==> src/sv/jt_pkg.sv <==
// Shared types, constants and helpers of the text justifier.
// Depends on nothing; used by every module of the block.
`timescale 1ns / 1ps
package jt_pkg;
    localparam int MAX_WIDTH   = 32;
    localparam int IDX_W       = 5;
    localparam int CNT_W       = 6;
    localparam int QUEUE_DEPTH = 4;
    localparam int QPTR_W      = 2;
    localparam int DIV_STEPS   = 6;

    localparam logic [7:0]       SPACE_CHAR     = 8'h20;
    localparam logic [CNT_W-1:0] RESET_WIDTH    = 6'd16;
    localparam logic [1:0]       ADDR_MAX_WIDTH = 2'd0;

    typedef struct packed {
        logic [7:0] character;
        logic       word_end;
        logic       text_end;
    } t_in_item;

    typedef struct packed {
        logic [7:0] out_char;
        logic       line_end;
        logic       run_last;
    } t_out_item;

    // Classified character as passed from front to back
    typedef struct packed {
        logic [7:0]       character;
        logic             word_end;
        logic             text_end;
        logic             store;
        logic [IDX_W-1:0] idx;
        logic [CNT_W-1:0] word_len;
    } t_qent;

    // Clamp the programmed width into 1..MAX_WIDTH
    function automatic logic [CNT_W-1:0] eff_width(input logic [CNT_W-1:0] mw);
        logic [CNT_W-1:0] res;
        if (mw == '0) begin
            res = CNT_W'(1);
        end else if (mw > CNT_W'(MAX_WIDTH)) begin
            res = CNT_W'(MAX_WIDTH);
        end else begin
            res = mw;
        end
        return res;
    endfunction
endpackage

==> src/sv/jt_front.sv <==
// Front end: accepts characters, tracks word length, classifies for the back end.
// Depends on jt_pkg.
`timescale 1ns / 1ps
module jt_front import jt_pkg::*; (
    input  logic             i_clk,
    input  logic             i_rst_n,
    input  logic             i_valid,
    output logic             o_ready,
    input  t_in_item         i_item,
    input  logic [CNT_W-1:0] i_width,
    input  logic             i_full,
    output logic             o_push,
    output t_qent            o_qent
);
    logic [CNT_W-1:0] r_wc;
    logic [CNT_W-1:0] n_wc;
    logic             store;
    logic [CNT_W-1:0] wc_after;

    assign o_ready  = !i_full;
    assign o_push   = i_valid && !i_full;
    // Keep a byte only while the word still fits the width
    assign store    = (r_wc < i_width);
    assign wc_after = store ? r_wc + CNT_W'(1) : r_wc;

    always_comb begin
        o_qent.character = i_item.character;
        o_qent.word_end  = i_item.word_end;
        o_qent.text_end  = i_item.text_end;
        o_qent.store     = store;
        o_qent.idx       = r_wc[IDX_W-1:0];
        o_qent.word_len  = wc_after;
    end

    // Advance the word count, restart it at each word or text end
    always_comb begin
        n_wc = r_wc;
        if (o_push) begin
            if (i_item.word_end || i_item.text_end) begin
                n_wc = '0;
            end else begin
                n_wc = wc_after;
            end
        end
    end

    always_ff @(posedge i_clk) begin
        if (!i_rst_n) begin
            r_wc <= '0;
        end else begin
            r_wc <= n_wc;
        end
    end
endmodule

==> src/sv/jt_fifo.sv <==
// Short queue between front and back end.
// Depends on jt_pkg.
`timescale 1ns / 1ps
module jt_fifo import jt_pkg::*; (
    input  logic  i_clk,
    input  logic  i_rst_n,
    input  logic  i_push,
    input  t_qent i_data,
    output logic  o_full,
    output logic  o_valid,
    input  logic  i_pop,
    output t_qent o_data
);
    t_qent             r_mem [QUEUE_DEPTH];
    logic [QPTR_W-1:0] r_wp;
    logic [QPTR_W-1:0] r_rp;
    logic [QPTR_W:0]   r_cnt;
    logic              do_pop;

    assign o_full  = (r_cnt == (QPTR_W+1)'(QUEUE_DEPTH));
    assign o_valid = (r_cnt != '0);
    assign o_data  = r_mem[r_rp];
    assign do_pop  = i_pop && o_valid;

    // Store entries
    always_ff @(posedge i_clk) begin
        if (i_push) begin
            r_mem[r_wp] <= i_data;
        end
    end

    // Advance pointers and count
    always_ff @(posedge i_clk) begin
        if (!i_rst_n) begin
            r_wp  <= '0;
            r_rp  <= '0;
            r_cnt <= '0;
        end else begin
            if (i_push) begin
                r_wp <= r_wp + QPTR_W'(1);
            end
            if (do_pop) begin
                r_rp <= r_rp + QPTR_W'(1);
            end
            if (i_push && !do_pop) begin
                r_cnt <= r_cnt + (QPTR_W+1)'(1);
            end else if (!i_push && do_pop) begin
                r_cnt <= r_cnt - (QPTR_W+1)'(1);
            end
        end
    end
endmodule

==> src/sv/jt_back.sv <==
// Back end: builds the held line, divides spare spaces, emits columns.
// Depends on jt_pkg.
`timescale 1ns / 1ps
module jt_back import jt_pkg::*; (
    input  logic             i_clk,
    input  logic             i_rst_n,
    input  logic             i_qvalid,
    input  t_qent            i_qent,
    output logic             o_pop,
    input  logic [CNT_W-1:0] i_width,
    output logic             o_out_valid,
    output t_out_item        o_out_data,
    input  logic             i_out_ready
);
    localparam logic [2:0] S_IDLE = 3'd0;
    localparam logic [2:0] S_DIV  = 3'd1;
    localparam logic [2:0] S_EMIT = 3'd2;
    localparam logic [2:0] S_GAP  = 3'd3;
    localparam logic [2:0] S_COPY = 3'd4;

    logic [7:0]           r_line [MAX_WIDTH];
    logic [7:0]           r_word [MAX_WIDTH];
    logic [MAX_WIDTH-1:0] r_mark;

    logic [2:0]       r_state, n_state;
    logic [CNT_W-1:0] r_lc, n_lc;
    logic [CNT_W-1:0] r_lw, n_lw;
    logic [CNT_W-1:0] r_wc, n_wc;
    logic             r_tend, n_tend;
    logic             r_just, n_just;
    logic [CNT_W-1:0] r_i, n_i;
    logic [IDX_W-1:0] r_col, n_col;
    logic [CNT_W-1:0] r_sp, n_sp;
    logic [CNT_W-1:0] r_gi, n_gi;
    logic [CNT_W-1:0] r_gaps, n_gaps;
    logic [CNT_W-1:0] r_base, n_base;
    logic [CNT_W-1:0] r_rem, n_rem;
    logic [CNT_W-1:0] r_extra, n_extra;
    logic [2:0]       r_dcnt, n_dcnt;
    logic             r_ov, n_ov;
    t_out_item        r_od, n_od;

    logic             line_we;
    logic [7:0]       line_wd;
    logic             mark_wd;
    logic             word_we;
    logic             overflow;
    logic [CNT_W-1:0] extra_now;
    logic [CNT_W-1:0] gaps_now;
    logic [CNT_W-1:0] share;
    logic [CNT_W:0]   trial;
    logic             last_col;
    logic [7:0]       ch;

    assign o_pop       = (r_state == S_IDLE) && i_qvalid;
    assign o_out_valid = r_ov;
    assign o_out_data  = r_od;

    // Fit check of the finished word against the held line
    assign overflow  = (r_lw != '0) &&
                       (({1'b0, r_lc} + (CNT_W+1)'(1) + {1'b0, i_qent.word_len}) >
                        {1'b0, i_width});
    assign extra_now = (r_lc < i_width) ? i_width - r_lc : '0;
    assign gaps_now  = (r_lw > CNT_W'(1)) ? r_lw - CNT_W'(1) : '0;
    assign share     = (r_just && (r_gi < r_gaps)) ?
                       ((r_gi < r_rem) ? r_base + CNT_W'(1) : r_base) : '0;
    assign trial     = {r_rem, r_extra[r_dcnt]};
    assign last_col  = ({1'b0, r_col} == i_width - CNT_W'(1));

    always_comb begin
        n_state = r_state;
        n_lc    = r_lc;
        n_lw    = r_lw;
        n_wc    = r_wc;
        n_tend  = r_tend;
        n_just  = r_just;
        n_i     = r_i;
        n_col   = r_col;
        n_sp    = r_sp;
        n_gi    = r_gi;
        n_gaps  = r_gaps;
        n_base  = r_base;
        n_rem   = r_rem;
        n_extra = r_extra;
        n_dcnt  = r_dcnt;
        n_ov    = r_ov;
        n_od    = r_od;
        line_we = 1'b0;
        line_wd = SPACE_CHAR;
        mark_wd = 1'b0;
        word_we = 1'b0;
        ch      = SPACE_CHAR;
        // Drop the output once taken
        if (i_out_ready) begin
            n_ov = 1'b0;
        end
        unique case (r_state)
            S_IDLE: begin
                if (i_qvalid) begin
                    word_we = i_qent.store;
                    n_wc    = i_qent.word_len;
                    n_tend  = i_qent.text_end;
                    if (i_qent.word_end || i_qent.text_end) begin
                        if (overflow) begin
                            n_just  = 1'b1;
                            n_extra = extra_now;
                            n_gaps  = gaps_now;
                            n_rem   = '0;
                            n_base  = '0;
                            n_dcnt  = 3'(DIV_STEPS - 1);
                            n_i     = '0;
                            n_col   = '0;
                            n_sp    = '0;
                            n_gi    = '0;
                            n_state = (gaps_now != '0) ? S_DIV : S_EMIT;
                        end else begin
                            n_state = S_GAP;
                        end
                    end
                end
            end
            S_DIV: begin
                // One quotient bit per cycle
                if (trial >= {1'b0, r_gaps}) begin
                    n_rem          = CNT_W'(trial - {1'b0, r_gaps});
                    n_base[r_dcnt] = 1'b1;
                end else begin
                    n_rem = CNT_W'(trial);
                end
                if (r_dcnt == '0) begin
                    n_state = S_EMIT;
                end else begin
                    n_dcnt = r_dcnt - 3'd1;
                end
            end
            S_EMIT: begin
                if (!r_ov || i_out_ready) begin
                    if (r_sp != '0) begin
                        n_sp = r_sp - CNT_W'(1);
                    end else if (r_i < r_lc) begin
                        n_i = r_i + CNT_W'(1);
                        if (r_mark[r_i[IDX_W-1:0]]) begin
                            n_sp = share;
                            n_gi = r_gi + CNT_W'(1);
                        end else begin
                            ch = r_line[r_i[IDX_W-1:0]];
                        end
                    end
                    n_ov = 1'b1;
                    n_od = '{out_char: ch, line_end: last_col,
                             run_last: last_col && (!r_just || !r_tend)};
                    if (last_col) begin
                        n_col   = '0;
                        n_lc    = '0;
                        n_lw    = '0;
                        n_state = r_just ? S_GAP : S_IDLE;
                    end else begin
                        n_col = r_col + IDX_W'(1);
                    end
                end
            end
            S_GAP: begin
                // Insert the single gap ahead of a following word
                if ((r_lw != '0) && (r_lc < CNT_W'(MAX_WIDTH))) begin
                    line_we = 1'b1;
                    mark_wd = 1'b1;
                    n_lc    = r_lc + CNT_W'(1);
                end
                n_i     = '0;
                n_state = S_COPY;
            end
            S_COPY: begin
                if ((r_i < r_wc) && (r_lc < CNT_W'(MAX_WIDTH))) begin
                    line_we = 1'b1;
                    line_wd = r_word[r_i[IDX_W-1:0]];
                    n_lc    = r_lc + CNT_W'(1);
                    n_i     = r_i + CNT_W'(1);
                end else begin
                    n_lw = r_lw + CNT_W'(1);
                    if (r_tend) begin
                        n_just  = 1'b0;
                        n_i     = '0;
                        n_col   = '0;
                        n_sp    = '0;
                        n_gi    = '0;
                        n_state = S_EMIT;
                    end else begin
                        n_state = S_IDLE;
                    end
                end
            end
            default: begin
                n_state = S_IDLE;
            end
        endcase
    end

    // Line and word stores
    always_ff @(posedge i_clk) begin
        if (line_we) begin
            r_line[r_lc[IDX_W-1:0]] <= line_wd;
            r_mark[r_lc[IDX_W-1:0]] <= mark_wd;
        end
        if (word_we) begin
            r_word[i_qent.idx] <= i_qent.character;
        end
    end

    // Payload registers
    always_ff @(posedge i_clk) begin
        r_wc    <= n_wc;
        r_tend  <= n_tend;
        r_just  <= n_just;
        r_i     <= n_i;
        r_col   <= n_col;
        r_sp    <= n_sp;
        r_gi    <= n_gi;
        r_gaps  <= n_gaps;
        r_base  <= n_base;
        r_rem   <= n_rem;
        r_extra <= n_extra;
        r_dcnt  <= n_dcnt;
        r_od    <= n_od;
    end

    // Control registers
    always_ff @(posedge i_clk) begin
        if (!i_rst_n) begin
            r_state <= S_IDLE;
            r_lc    <= '0;
            r_lw    <= '0;
            r_ov    <= 1'b0;
        end else begin
            r_state <= n_state;
            r_lc    <= n_lc;
            r_lw    <= n_lw;
            r_ov    <= n_ov;
        end
    end
endmodule

==> src/sv/text_justifier_core.sv <==
// Top level of the greedy text justifier: config register, front, queue, back.
// Depends on jt_pkg, jt_front, jt_fifo, jt_back.
//
//  channel   direction  handshake                 payload
//  input     in         i_in_valid / o_in_ready   i_in_data  (t_in_item)
//  output    out        o_out_valid / i_out_ready o_out_data (t_out_item)
//  config    in         psel, penable, pwrite     paddr, pwdata, prdata
//
// A character inside a word is taken in the back end's idle state; a word end
// then passes the gap and copy states to copy the word into the line store.
// A line is emitted column by column over the width, after the divider when
// it is justified over one or more gaps; the output register sets the pace.
// A four-entry queue lets the front keep taking characters while a line drains.
// Reset is synchronous and active low; the width register resets to 16.
`timescale 1ns / 1ps
module text_justifier_core import jt_pkg::*; (
    input  logic        i_clk,
    input  logic        i_rst_n,
    input  logic        i_in_valid,
    output logic        o_in_ready,
    input  t_in_item    i_in_data,
    output logic        o_out_valid,
    input  logic        i_out_ready,
    output t_out_item   o_out_data,
    input  logic        psel,
    input  logic        penable,
    input  logic        pwrite,
    input  logic [1:0]  paddr,
    input  logic [31:0] pwdata,
    output logic [31:0] prdata,
    output logic        pready
);
    logic [CNT_W-1:0] r_max_width;
    logic [CNT_W-1:0] width;
    logic             q_push;
    logic             q_full;
    logic             q_valid;
    logic             q_pop;
    t_qent            q_in;
    t_qent            q_out;

    assign pready = 1'b1;
    assign width  = eff_width(r_max_width);
    assign prdata = (paddr == ADDR_MAX_WIDTH) ? {{(32-CNT_W){1'b0}}, r_max_width} : '0;

    // Width register write
    always_ff @(posedge i_clk) begin
        if (!i_rst_n) begin
            r_max_width <= RESET_WIDTH;
        end else if (psel && penable && pwrite && (paddr == ADDR_MAX_WIDTH)) begin
            r_max_width <= pwdata[CNT_W-1:0];
        end
    end

    jt_front u_front (
        .i_clk   (i_clk),
        .i_rst_n (i_rst_n),
        .i_valid (i_in_valid),
        .o_ready (o_in_ready),
        .i_item  (i_in_data),
        .i_width (width),
        .i_full  (q_full),
        .o_push  (q_push),
        .o_qent  (q_in)
    );

    jt_fifo u_fifo (
        .i_clk   (i_clk),
        .i_rst_n (i_rst_n),
        .i_push  (q_push),
        .i_data  (q_in),
        .o_full  (q_full),
        .o_valid (q_valid),
        .i_pop   (q_pop),
        .o_data  (q_out)
    );

    jt_back u_back (
        .i_clk       (i_clk),
        .i_rst_n     (i_rst_n),
        .i_qvalid    (q_valid),
        .i_qent      (q_out),
        .o_pop       (q_pop),
        .i_width     (width),
        .o_out_valid (o_out_valid),
        .o_out_data  (o_out_data),
        .i_out_ready (i_out_ready)
    );
endmodule

==> config.mk <==
export PLATFORM = sky130hd
export DESIGN_NAME = text_justifier_core
export DESIGN_NICKNAME = d
export VERILOG_FILES = /design/src/sv/jt_pkg.sv /design/src/sv/jt_front.sv /design/src/sv/jt_fifo.sv /design/src/sv/jt_back.sv /design/src/sv/text_justifier_core.sv
export SDC_FILE = /design/constraint.sdc
export NUM_CORES = 1
export LEC_CHECK = 0
export ABC_AREA = 1
export CORE_MARGIN = 2
export CORE_UTILIZATION = 55
export CTS_CLUSTER_DIAMETER = 120
export DETAILED_ROUTE_END_ITERATION = 6
export DONT_BUFFER_PORTS = 1
export HOLD_SLACK_MARGIN = 0.1
export PLACE_DENSITY = 0.77
export SYNTH_ARGS = -nofsm -noshare
export SYNTH_HDL_FRONTEND = slang
export SYNTH_HIERARCHICAL = 1
export SYNTH_SLANG_ARGS = --single-unit
==> constraint.sdc <==
create_clock -name i_clk -period 11.2 [get_ports i_clk]
set_input_delay 1.12 -clock i_clk [delete_from_list [all_inputs] [get_ports i_clk]]
set_output_delay 1.12 -clock i_clk [all_outputs]
set_load 0.02 [all_outputs]
## Yosys cells after proc, flatten, opt, wreduce, memory -nomap -nowiden

Memory sizes are Yosys's and may differ from the RTL's. A register that Yosys moved wholly into a read port is not among the register bits.
Cells that the tools add are included.

- $add $sub $neg: 19
- Multipliers: 0
- Div/mod/pow operators: 0
- Order comparisons: 16
- Eq/ne operators: 24
- Shift-type cells: 0
- Multiplexer cells: 100
- Bitwise gates (word level): 2
- Reduce and logical (&&, ||, !) cells: 55

Operators by type and width:

| operator | number |
|---|---|
| 2-to-1 mux 6 bit | 32 |
| case mux 6 bit (3 select lines) | 3 |
| 2-to-1 mux 5 bit | 8 |
| 2-to-1 mux 3 bit | 13 |
| adder 6 x 1 -> 6 bit (second input constant) | 6 |
| < comparator 6 bit | 6 |
| case mux 6 bit (2 select lines) | 3 |
| bitwise mux 32 bit | 1 |
| case mux 6 bit (4 select lines) | 1 |
| 2-to-1 mux 1 bit | 23 |
| inequality test 2 x 1 -> 1 bit (second input constant) | 11 |
| nonzero test 6 bit | 3 |
| subtractor 6 x 1 -> 6 bit (second input constant) | 3 |
| 2-to-1 mux 8 bit | 2 |
| logical AND 1 bit | 15 |
| case mux 3 bit (5 select lines) | 1 |
| case mux 5 bit (3 select lines) | 1 |
| AND reduction 5 bit | 3 |
| < comparator 5 x 6 -> 1 bit (second input constant) | 2 |
| AND reduction 4 bit | 3 |
| AND reduction 6 bit | 2 |
| subtractor 6 bit | 2 |
| 2-to-1 mux 2 bit | 5 |
| AND reduction 10 bit | 1 |
| other kinds (41) | 66 |

- Register bits after elaboration: 127
- Bits in latches: 0
- Bits in writable memories: 600
- Memory bits (read-only): 0
- Input bits: 51
- Output and inout bits: 45
- Memories kept: 3

Memories:

| name | depth | width | rd ports | clocked after memory_dff | write ports | RTL line | RTL |
|---|---|---|---|---|---|---|---|
| u_back.r_line | 32 | 8 | 1 | 1 | 1 | jt_back.sv:21 | `logic [7:0] r_line [MAX_WIDTH];` |
| u_back.r_word | 32 | 8 | 1 | 1 | 1 | jt_back.sv:22 | `logic [7:0] r_word [MAX_WIDTH];` |
| u_fifo.r_mem | 4 | 22 | 1 | 1 | 1 | jt_fifo.sv:14 | `t_qent r_mem [QUEUE_DEPTH];` |

## Depth between registers and ports, before layout

Gate-level depths: netlist (run 1).

- Depth after elaboration: 10
- Gate-level depth with buffers: 24
- Depth with buffers taken out: 22

## By module

The synthesis (run 1) kept the hierarchy.

Modules (own cells, without submodules):

| module | instances | cells an instance | area each (µm²) | sequential area each (µm²) |
|---|---|---|---|---|
| jt_back | 1 | 2,461 | 28,058.2 | 18,798.0 |
| jt_fifo | 1 | 276 | 3,767.4 | 2,822.7 |
| jt_front | 1 | 116 | 711.9 | 120.1 |
| text_justifier_core | 1 | 94 | 585.6 | 120.1 |

## Worst setup path after synthesis (run 1)

No wires, ideal clock.

- Kind: register -> register
- From: register with a tool-made name
- To: register u_back.r_extra[0], enable pin
- Setup time: 396 ps
- Arrival: 3,385 ps
- Slack: 7,419 ps
- Cell stages (with the launch flop): 21
- Buffers on the path: 2
- Period minus slack after synthesis: 3,781 ps
- Cell sequence: dfxtp_1 buf_6 inv_8 buf_6 o21ai_1 o22ai_1 ha_1 a21oi_1 o21ai_0 a21o_1 a21oi_1 xnor2_1 ha_1 inv_1 nor2_1 nand2_1 nand2_1 nand2_1 nand2_1 nand2_1 nor3_1

RTL lines:

| what | RTL line | RTL |
|---|---|---|
| to (signal assigned) | jt_back.sv:221 | `r_extra <= n_extra;` |
| to (decl) | jt_back.sv:38 | `logic [CNT_W-1:0] r_extra, n_extra;` |

==> metrics.yaml, run 1 <==
yosys:
  ys_types: 55
  syn_area_per_cell_um2: 11.2
  yosys_register_bits: 742
  synth_flop_cell: "edfxtp_1"
  netlist_area_um2: 33100
  yosysWarnings: 6
  ys_seq_area_share_pct: 66.0
  synth_edf_count: 700
  async_flop_share_pct: 0
  syn_inst: 2947
cts:
  cts_hold_buf: 0
  clk_pin_slew_ns: 0.06
  ctsLongestPathBuffers: 3
  cts_setup_buffers: 0
  clkSinkCount: 742
  clk_latency_ns: 0.63
  cts_tree: "built"
  cts_made_buffers: 75
  cts_resized: 0
  htree_levels: 3
  cts_root_buf: "clkbuf_16"
setup_path:
  crit_path_end: "u_back/r_gi[4]"
  cp.arrival_ns: 5.61
  endpoint_kind: "register"
  worstReg2RegEnd: "u_back/r_gi[4]"
  path_common_cell: "nand2_1"
  critPathLaunchType: "register"
  cp_max_fo: 23
  crit_chain: "inv_2 -> o21ai_1 -> o22ai_1 -> ha_1 -> a21oi_1 -> o21ai_0 -> a21o_1 -> a21oi_1 -> xnor2_1 -> ha_1 -> inv_1 -> nor2_1 -> nand2_1 -> nand2_1 -> nand2_1 -> nand2_1 -> nand2_1 -> nand2_1 -> nand3_1 -> nor2_1 -> nand2_1 -> nor2_1"
  slowest_stage: "dfxtp_1"
  max_stage_delay_ns: 0.89
  timing_worst_setup_path_type: "reg -> reg"
  reg2reg_slack_ns: 5.85
  critPathRequiredTime_ns: 11.46
  reg2regPathDepth: 22
route:
  vias: 22300
  drtPass1Iterations: 6
  antenna_left: 0
  drtIter0Drc: 2712
  post_drt_wl_per_cell_um: 20.5
  via_per_inst: 5.98
  drc: 0
  wirelength_mm: 76.5
sta:
  hold_viol_final: 0
  slew_viol_final: 0
  setup_violations: 0
  fin_crit_ns: 5.35
  rsz0062_at_grt: "false"
  worst_slack_ns: 5.85
  setup_tns_ns: 0
  tightest_slew_ns: 1.32
  max_freq_ghz: 0.187
  fin_crit_sh_pct: 47.7
  clock_skew_ns: 0.0169
  relSlewSlack_pct: 11.8
grt:
  antenna_found_initial: 0
  grt_pass1_vias: 21800
  grt_pass1_wl_mm: 118
  grt_usage_pct: 24.2
  grt_max_degree: 100
  gr-total-overflow: 0
die:
  rows: 89
  ios: 96
  core_um2: 59200
  die_x_um: 249
  die_y_um: 249
  die_area_um2: 62200
  start_util_pct: 55.9
pwr:
  power.density_nw_per_um2: 253
  peakVddDrop_mv: 0.148
  p_leak_uw: 0.0125
finish:
  fin_util_pct: 60.5
  final_cell_mix: "edfxtp_1, nand2_1, nor2_1"
  final_cells: 3735
  antennaDiodeCount: 0
  final_common_cell: "edfxtp_1"
  layout-drive-gt1-share_pct: 7.87
  nFillCells: 4464
  syn2layout_area_growth_pct: 8.29
  nNetsFinal: 3027
status:
  status: "complete, no violations"
placement:
  dp.cells: 3596
  portBuffers: 0
  finalWeightedCongestion: 0.852
  dp_hpwl_mm: 45.8
  dp_slack_ns: 5.92
min_path:
  hold_depth: 2
  hold_class: "reg -> reg"
job:
  cap_violations: 0
-- cells by family (layout without fill, tap and decap cells) --
kind of cell | Yosys count | in the layout | synth area share [%]
other cells | 2 | 27 | 0.0227
flops | 742 | 742 | 66.0
xor+xnor | 32 | 32 | 0.846
simple gates | 1172 | 1172 | 15.2
buf+inv | 374 | 364 | 5.48
compound gates | 549 | 549 | 9.52
fa+ha+maj | 76 | 76 | 2.96
-- worst min path at each step --
stage / from / endpoint / slack, ns
floorplan: r_max_width[2] / r_max_width[2] / 0.46
global placement: r_max_width[2] / r_max_width[2] / 0.47
detailed placement: r_max_width[3] / r_max_width[3] / 0.49
CTS: r_max_width[3] / r_max_width[3] / 0.50
global route: r_max_width[1] / r_max_width[1] / 0.53
finish: r_max_width[3] / r_max_width[3] / 0.50
-- Yosys cell counts, types with 39 or more instances --
cell type	number	area [um^2]
nand3_1	214	1070
dfxtp_1	42	841
o22ai_1	42	263
buf_4	49	368
nand2_1	468	1760
o211ai_1	39	293
nor2_1	380	1430
inv_1	171	642
clkbuf_1	43	161
buf_2	55	275
o21ai_0	211	1060
edfxtp_1	700	21000
a21oi_1	153	766
ha_1	72	901
-- layout make-up --
| class | count | area (um^2) | area share [%] |
|---|---|---|---|
| Sequential cell | 742 | 21900 | 61.0 |
| Multi-Input combinational cell | 1856 | 9620 | 26.8 |
| Clock buffer | 93 | 1990 | 5.54 |
| Tap cell | 773 | 967 | 2.70 |
| Inverter | 194 | 747 | 2.08 |
| Clock inverter | 46 | 444 | 1.24 |
| Timing Repair Buffer | 31 | 233 | 0.649 |
-- per-stage QoR --
step                      total power (uW)  cell area, um^2  hold WS [ns]
final                                 9070            35900         0.503
after global routing                  9520            35900         0.527
after CTS                             9050            35900         0.501
after detailed placement              6580            33400         0.494
after global placement                6440            33400         0.469
after floorplan                       5750            33200         0.455
-- metal layers --
layer | vias to the layer above | wire length [um] | global-route usage, %
met2 | 1174 | 37200 | 40.5
met4 | 0 | 2420 | 9.50
met5 | - | 0 | 0
met1 | 10700 | 29800 | 31.8
met3 | 160 | 7090 | 4.12
li1 | 10300 | - | -
-- report_power, final --
part	switching, uW	internal [uW]
logic	2140	794
clock network	1050	1430
registers	176	3470
total	3370	5700
-- state kept, by name, indices dropped and copies added, names as in the netlist, 10 cells and up, named ones only --
name / cells
u_back/r_mark: 32
u_fifo/r_mem: 88
u_back/r_word: 256
u_back/r_line: 256
u_back/o_out_data: 10
-- worst max-delay path: cells and delay by family, from the launching register on --
kind / cells / cell delay, ns
XOR/XNOR: 1 / 0.09
AND/OR/NAND/NOR: 11 / 1.84
buffers and inverters: 2 / 0.43
flip-flops: 1 / 0.89
adder cells (fa/ha/maj): 2 / 0.68
AO/OA/AOI/OAI: 6 / 1.03
(Power assumes the default switching activity.)
==> run 2: changes to the inputs <==
Settings changed: PLACE_DENSITY 0.77 to 0.8.
Clock period 11.2 ns to 4.4 ns, I/O delays scaled along.
==> run 2 against run 1 <==
Compared with the run above: via count up 1.7%; non-clock buffer count increased by 62; design area up 1.6%; count of clock-buffer cells in the layout shrank 4; clock power rose to 2.5 times the previous value; global-route usage about the same; sequential share of layout area is 0.96 points lower; total power grew to 2.6 times the previous value.
==> metrics.yaml, run 2 (same netlist as run 1, synthesis figures left out) <==
setup_path:
  endpoint_kind: "register"
  crit_chain: "buf_4 -> o21ai_0 -> o22ai_1 -> ha_1 -> a21oi_1 -> o21ai_0 -> xor2_1 -> ha_1 -> nand2_1 -> nor2_1 -> nand2_1 -> nand2_1 -> nand2_1 -> nand2_1 -> nand2_1 -> a21oi_1 -> nand2_1 -> nor2_2"
  worstReg2RegEnd: "u_back/r_base[1]"
  timing_worst_setup_path_type: "reg -> reg"
  crit_path_end: "u_back/r_base[1]"
  reg2reg_slack_ns: 0.33  # -5.52 ns
  reg2regPathDepth: 18  # -18%
  cp_max_fo: 18  # -22%
  slowest_stage: "dfxtp_1"
  max_stage_delay_ns: 0.45  # -0.44 ns
  critPathRequiredTime_ns: 4.66  # -6.80 ns
  cp.arrival_ns: 4.33  # -1.28 ns
  critPathLaunchType: "register"
  path_common_cell: "nand2_1"
finish:
  fin_util_pct: 61.5  # +0.97 points
  final_cells: 3795  # +1.6%
  syn2layout_area_growth_pct: 10.0
  antennaDiodeCount: 0  # unchanged
  nFillCells: 4317  # -3.3%
  seqCellArea_um2: 21900  # about the same
  final_cell_mix: "edfxtp_1, nand2_1, nor2_1"
  final_common_cell: "edfxtp_1"
  multiInputGateArea_um2: 9630  # about the same
  layout-drive-gt1-share_pct: 9.23  # +1.4 points
  design_area_um2: 36400  # +1.6%
  nNetsFinal: 3089  # +2.0%
route:
  vias: 22700  # +1.7%
  post_drt_wl_per_cell_um: 20.0  # -2.5%
  drc: 0  # unchanged
  drtPass1Iterations: 6  # unchanged
  via_per_inst: 5.99  # +0.11%
  wirelength_mm: 75.8  # -0.93%
  antenna_left: 0  # unchanged
  drtIter0Drc: 2848  # +5.0%
cts:
  clk_latency_ns: 0.64  # about the same
  ctsLongestPathBuffers: 3  # unchanged
  clk_pin_slew_ns: 0.06  # about the same
  cts_tree: "built"
  clkSinkCount: 742  # unchanged
  cts_setup_buffers: 0  # unchanged
  cts_made_buffers: 75  # unchanged
  htree_levels: 3  # unchanged
  cts_root_buf: "clkbuf_16"
sta:
  clock_skew_ns: 0.0497  # +0.0328 ns
  hold_viol_final: 0  # unchanged
  rsz0062_at_grt: "false"
  slew_viol_final: 0  # unchanged
  tightest_slew_ns: 1.29  # -0.0290 ns
  max_freq_ghz: 0.246  # +31%
  fin_crit_sh_pct: 92.5  # +45 points
  relSlewSlack_pct: 13.7  # +1.9 points
  setup_violations: 0  # unchanged
  setup_tns_ns: 0  # unchanged
  fin_crit_ns: 4.07  # -1.28 ns
placement:
  finalWeightedCongestion: 0.902  # +5.8%
  dpl_cell_area_um2: 33800  # +1.0%
  dp.cells: 3638  # +1.2%
  portBuffers: 0  # unchanged
  dp_hpwl_mm: 45.9  # +0.15%
grt:
  grt_usage_pct: 24.2  # -0.032 points
  grt_pass1_vias: 22200  # +1.7%
  grt_max_degree: 98  # -2.0%
  gr-total-overflow: 0  # unchanged
  grt_pass1_wl_mm: 118  # about the same
  antenna_found_initial: 1  # +1
pwr:
  power.density_nw_per_um2: 637  # +150%
  power_uw: 23200  # +160%
  peakVddDrop_mv: 0.357  # +140%
  p_leak_uw: 0.0128  # +2.6%
die:
  die_y_um: 249  # unchanged
  rows: 89  # unchanged
  ios: 96  # unchanged
  die_area_um2: 62200  # unchanged
  core_um2: 59200  # unchanged
  start_util_pct: 55.9  # unchanged
  die_x_um: 249  # unchanged
status:
  status: "complete, no violations"
job:
  cap_violations: 0  # unchanged
min_path:
  hold_class: "in -> reg"
[run 2: changes by cell type in the layout (fill, tap and decap cells not counted), moves of 2 or more]
cell	before	now
buf_4	31	71
dlygate4sd3_1	0	20
clkbuf_1	16	13
buf_12	0	2
clkinvlp_4	6	4
nor2_1	377	375
nor2_2	15	17
[run 2: worst max-delay path, delay by kind of cell (launching register included)]
family	cells	cell delay, ns
AO/OA/AOI/OAI	5	1.09
buffers and inverters	1	0.29
adder cells (fa/ha/maj)	2	0.65
XOR/XNOR	1	0.18
AND/OR/NAND/NOR	9	1.04
flip-flops	1	0.45
[run 2: final cells by class]
class,instances,area share (%)
multi-input cells,1856,26.4
repair buffers,93,2.12
well taps,773,2.65
clock buffers,89,5.35
flip-flops and latches,742,60.0
inverters,194,2.05
clock inverters,48,1.38
[run 2: routing by layer]
layer	routed length, um	GRT usage (%)	vias to the layer above
li1	-	-	10400
met1	29000	31.9	10800
met2	36200	39.1	1303
met3	7670	4.51	197
met4	2940	11.2	2
met5	13	0	-
[run 2: worst min-delay path by stage]
stage,slack [ns],cells after the start,endpoint,start
final,0.13,4,r_max_width[0],paddr[0]
after global routing,0.14,4,r_max_width[0],paddr[0]
after global placement,0.47,2,r_max_width[2],r_max_width[2]
after CTS,0.11,4,r_max_width[0],paddr[0]
after floorplan,0.46,2,r_max_width[2],r_max_width[2]
after detailed placement,0.49,2,r_max_width[2],r_max_width[2]
[run 2: through the flow]
stage,setup slack (ns),hold WS [ns]
floorplan,0.619,0.455
global placement,0.308,0.470
detailed placement,0.182,0.486
CTS,0.0637,0.107
global route,0.0382,0.145
finish,0.331,0.132
[run 2: timing repair]
action / CTS / global route
endpoints found under the hold margin: 64 / 0
hold buffers: 20 / 0
gates resized for setup: 0 / 4
endpoints found under the setup margin: 0 / 33
[run 2: power by group]
group          switching [uW]  internal (uW)
clock                    2690           3630
sequential                423           8850
combinational            5540           2100
